<file path="src/sv/tcsia_pkg.sv">
// ----------------------------------------------------------------------------
// tcsia_pkg
// types and constants of the ternary chi-square interval accumulator
// ----------------------------------------------------------------------------
package tcsia_pkg;
    localparam logic [63:0] SAFE_BOUND = 64'd7530851732716320752;

    typedef enum logic [2:0] {
        ST_OK      = 3'd0,
        ST_ZERO    = 3'd1,
        ST_BOUND   = 3'd2,
        ST_OVFL    = 3'd3,
        ST_HALTED  = 3'd4
    } status_t;

    typedef enum logic [3:0] {
        S_IDLE, S_CHECK, S_DEV, S_MUL, S_ACC, S_DIV, S_FLOOR, S_CEIL, S_DONE
    } state_t;

    typedef struct packed {
        logic start;
    } div_ctl_t;
endpackage

</file>
<file path="src/sv/tcsia_div.sv">
// ----------------------------------------------------------------------------
// tcsia_div
// radix-2 restoring divider, 128 by 64 bits, one quotient bit per cycle
// ----------------------------------------------------------------------------
module tcsia_div
(
    input  logic                 clk,
    input  logic                 rst_n,
    input  tcsia_pkg::div_ctl_t  ctl,
    input  logic [127:0]         num,
    input  logic [63:0]          den,
    output logic                 done,
    output logic [127:0]         quo,
    output logic                 has_rem
);
    logic [127:0] q_reg;
    logic [64:0]  r_reg;
    logic [6:0]   cnt_reg;
    logic         run_reg;
    logic         done_reg;
    logic [64:0]  shifted;
    logic [64:0]  diff;

    assign shifted = {r_reg[63:0], q_reg[127]};
    assign diff    = shifted - {1'b0, den};

    always_ff @(posedge clk or negedge rst_n)
    begin
        if (!rst_n)
        begin
            run_reg  <= 1'b0;
            done_reg <= 1'b0;
            cnt_reg  <= '0;
        end
        else
        begin
            done_reg <= 1'b0;
            if (ctl.start)
            begin
                run_reg <= 1'b1;
                cnt_reg <= '0;
            end
            else if (run_reg)
            begin
                cnt_reg <= cnt_reg + 7'd1;
                if (cnt_reg == 7'd127)
                begin
                    run_reg  <= 1'b0;
                    done_reg <= 1'b1;
                end
            end
        end
    end

    always_ff @(posedge clk)
    begin
        if (ctl.start)
        begin
            q_reg <= num;
            r_reg <= '0;
        end
        else if (run_reg)
        begin
            if (!diff[64])
            begin
                r_reg <= diff;
                q_reg <= {q_reg[126:0], 1'b1};
            end
            else
            begin
                r_reg <= shifted;
                q_reg <= {q_reg[126:0], 1'b0};
            end
        end
    end

    assign done    = done_reg;
    assign quo     = q_reg;
    assign has_rem = (r_reg != '0);
endmodule

</file>
<file path="config.mk">
export PLATFORM = sky130hd
export DESIGN_NAME = tcsia_div
export DESIGN_NICKNAME = d
export VERILOG_FILES = /design/src/sv/tcsia_pkg.sv /design/src/sv/tcsia_div.sv
export SDC_FILE = /design/constraint.sdc
export NUM_CORES = 1
export LEC_CHECK = 0
export BUFFER_PORTS_ARGS = -buffer_cell sky130_fd_sc_hd__buf_4
export CAP_MARGIN = 20
export CORE_UTILIZATION = 46
export DETAILED_ROUTE_END_ITERATION = 8
export PLACE_DENSITY = 0.71
export SYNTH_ARGS = -nofsm -noshare
export SYNTH_HDL_FRONTEND = slang
export SYNTH_SLANG_ARGS = --single-unit
</file>
<file path="constraint.sdc">
create_clock -name clk -period 6.3 [get_ports clk]
set_input_delay 0.315 -clock clk [delete_from_list [all_inputs] [get_ports clk]]
set_output_delay 0.315 -clock clk [all_outputs]
set_load 0.01 [all_outputs]
</file>
==> impl_metrics.csv <==
group,metric,value,unit
sta,maxSlewViolCount,0,
synth,synth-edff-count,128,
placed_design,place.detailed.hpwl,29.1,mm
synth,synthCells,1263,
clock_network,post-cts-setup-buffers,0,
worst_setup_path,endpoint_kind,"register",
worst_setup_path,required_arrival_time_at_the_worst_endpoint,6730,ps
clock_network,cts_max_path_buffers,3,
power_and_ir_drop,switchingPower,2.43,mW
synth,ys_ff_latch,202,
outcome,status,"finished, final reports clean",
power_and_ir_drop,switching_share,39.7,%
worst_setup_path,timing.critical_path.from_type,"register",
power_and_ir_drop,worst_ir_drop_vdd,0.212,mV
worst_setup_path,r2r-start,"quo[127]",
power_and_ir_drop,power.internal,3.68,mW
clock_network,insertion_delay,520,ps
cells_and_area,number_of_flip_flops_in_the_largest_register,128,
power_and_ir_drop,powerDensity,383,mW/mm²
clock_network,tritoncts,"built",
worst_hold_path,hold_path_end,"quo[13]",
synth,synth_warnings,0,
worst_setup_path,critical_path.slowest_cell,"sky130_fd_sc_hd__o41a_1",
global_route,grt_max_degree,110,
routing,antenna_violating_nets_post_route,0,
routing,drtIter0Drc,888,
floorplanning,placeableCoreArea,0.0269,mm²
power_and_ir_drop,power_frac_clock,22.0,%
worst_setup_path,critPathArrivalTime,5220,ps
sta,tns,0,ps
power_and_ir_drop,fin_total_pwr,6.11,mW
synth,synth-async-reset-ratio,4.46,%
floorplanning,top_ports,325,
clock_network,cts_buffers,24,
worst_setup_path,cp.depth,19,
placed_design,gp_congestion,0.972,
power_and_ir_drop,seqPwrFrac,32.5,%
cells_and_area,area_delta_synth_final,27.4,%
clock_network,clkSinkCount,202,
clock_network,root_cell_of_the_clock_tree,"sky130_fd_sc_hd__clkbuf_16",
worst_setup_path,slowest_cell_delay_on_critical_path,490,ps
cells_and_area,final_cells,1916,
cells_and_area,utilization,59.4,%
sta,tightest_slew,993,ps
clock_network,ctsResizeCount,0,
cells_and_area,final_common_cell,"sky130_fd_sc_hd__buf_4",
sta,setup_viol,0,
routing,via_density,5.65,
worst_setup_path,timing.reg2reg.worst_path_depth,19,
floorplanning,number_of_placement_rows,60,
cells_and_area,design.final.nets,1816,
synth,synth_cell_type_count,59,
worst_hold_path,timing.hold.worst.class,"input port to register",
routing,routed_wire_length_per_instance,19.9,µm
sta,slew_headroom,33.8,%
cells_and_area,layout_common_cells,"330 x sky130_fd_sc_hd__buf_4, 128 x sky130_fd_sc_hd__mux2_2, 128 x sky130_fd_sc_hd__edfxtp_1",
worst_setup_path,sequence_of_cells_on_the_critical_path,"inv_1 > ha_1 > fa_1 > nand2b_1 > a21oi_1 > o21ba_1 > o21ai_2 > a31oi_4 > a41o_2 > a31oi_1 > o41a_1 > o21ai_1 > a21o_1 > ha_1 > buf_4 > nor2_1 > buf_4 > a22oi_1 > o21ai_0",
sta,timing.final.crit_period,4790,ps
floorplanning,design.die.area,0.0279,mm²
floorplanning,initial_core_util,46.7,%
worst_setup_path,path_class,"register to register",
worst_setup_path,crit_fanout,31,
worst_setup_path,ff2ff_setup_slack,1510,ps
floorplanning,die_height,167,µm
global_route,antenna_violations_before_repair,3,
floorplanning,floorplan.die.width,167,µm
sta,rsz_0062_raised_after_global_routing,"false",
sta,final-hold-violation-count,0,
synth,seq_area_frac_synth,42.8,%
synth,synth_top_flop_cell,"sky130_fd_sc_hd__edfxtp_1",
synth,syn_avg_cell_area,9.93,µm²
global_route,grt_pass1_wl,58.2,mm
power_and_ir_drop,leakage,6.99,nW
placed_design,total_instance_count_after_detailed_placement,1868,
cells_and_area,final_layout_size_suffix_gt1_share,32.4,%
worst_hold_path,hold_depth,2,
clock_network,cts.clk_slew.worst_paths,60,ps
clock_network,htree_num_levels,1,
sta,worst_clock_skew,10.1,ps
sta,max_freq,209,MHz
worst_setup_path,r2r_end,"r_reg[53]",
synth,synthesis.area,0.0125,mm²
routing,first_pass_iters,5,
synth,synth_nets,1525,
worst_hold_path,hold_path_startpoint,"num[13]",
global_route,globalRouteOverflowTotal,0,
power_and_ir_drop,combinationalPowerShare,45.5,%
sta,final_worst_path_cycle_share,76.0,%
global_route,grt_pass1_vias,10400,
routing,detail_route.wirelength,38.1,mm
global_route,grtUsageTotal,26.5,%
flow_run,cap_viol_max_count,0,
placed_design,numPortBuffers,324,
routing,vias,10800,
worst_setup_path,worst_path_buf_inv,3,
routing,remaining_drc_errors,0,
worst_setup_path,cp_top_family,"compound AO/OA/AOI/OAI gates",
==> worst register-to-register path: cells and delay by family (launching register included) <==
| family | cells | cell delay (ps) |
|---|---|---|
| flops | 1 | 350 |
| fa+ha+maj | 3 | 850 |
| simple gates | 2 | 590 |
| buf+inv | 3 | 710 |
| compound gates | 11 | 2240 |
==> synth_stat cells (all sizes together) (4+ instances only) <==
cell type	count	share of area, %
a211oi	30	1.8
a21o	24	1.4
a21oi	110	4.4
a22oi	26	1.6
a311oi	6	0.47
a31oi	11	0.67
buf	18	0.65
clkbuf	49	1.5
dfrtp	9	1.8
dfxtp	65	10
edfxtp	128	31
ha	66	6.6
inv	86	2.6
mux2	128	11
mux2i	23	1.8
nand2	72	2.2
nand2b	11	0.55
nand3	10	0.40
nand4	31	1.5
nor2	104	3.1
nor2b	9	0.45
nor3	11	0.44
nor4	21	1.0
o211ai	6	0.36
o21a	8	0.48
o21ai	73	3.0
o21bai	17	1.0
o31ai	4	0.24
or3	9	0.49
xnor2	38	2.7
xor2	27	1.9
==> through the flow <==
stage,setup WS [ps],hold WS (ps),area [µm²]
finish,1510,101,16000
global route,1220,83.3,16000
CTS,1520,81.6,16000
detailed placement,1490,147,15200
global placement,1690,144,15200
floorplan,1970,19.4,12500
==> routing by layer <==
metal | track usage, % | routed length, µm | vias up
met5 | 0 | 0 | -
met4 | 11.0 | 1540 | 0
met3 | 5.89 | 2950 | 80
met2 | 44.4 | 18100 | 387
met1 | 33.0 | 15600 | 5122
li1 | - | - | 5242
==> area by class of cell <==
cell class | count | area [µm²]
Clock buffer | 30 | 664
Clock inverter | 14 | 96.3
Multi-Input combinational cell | 908 | 6580
Inverter | 86 | 325
Fill cell | 2351 | 10900
Timing Repair Buffer | 332 | 2500
Sequential cell | 202 | 5370
Tap cell | 341 | 427
Antenna cell | 3 | 7.51
==> what timing repair did <==
action                     CTS  global route
setup endpoints to repair    0             0
hold buffers                 1             0
hold endpoints to repair     9             0
==> logic make-up (layout without fill, tap and decap cells) <==
group	Yosys count	in the layout	share of synthesized area (%)
AOI/OAI and AO/OA	336	336	17.1
xor gates and xnor gates	65	65	4.54
buffers and inverters	153	462	4.69
adders and majority gates	67	67	6.75
other	0	3	0
and+or+nand+nor	289	289	10.8
muxes	151	151	13.3
DFF	202	202	42.8
==> power by group through the flow <==
stage / registers (mW) / logic, mW / clock network [mW]
after floorplan: 1.94 / 1.95 / 0
after global placement: 2.00 / 2.72 / 0
after detailed placement: 2.00 / 2.74 / 0
after CTS: 1.98 / 2.76 / 1.37
after global routing: 2.02 / 3.06 / 1.42
final: 1.98 / 2.78 / 1.34
==> how the worst max path moves through the flow <==
stage | start | end | slack (ps)
finish | quo[127] | r_reg[53] | 1510
global route | quo[127] | r_reg[53] | 1220
CTS | quo[127] | r_reg[53] | 1520
detailed placement | den[0] | r_reg[53] | 1490
global placement | den[0] | r_reg[43] | 1690
floorplan | quo[127] | r_reg[14] | 1970
(Power assumes the default switching activity.)
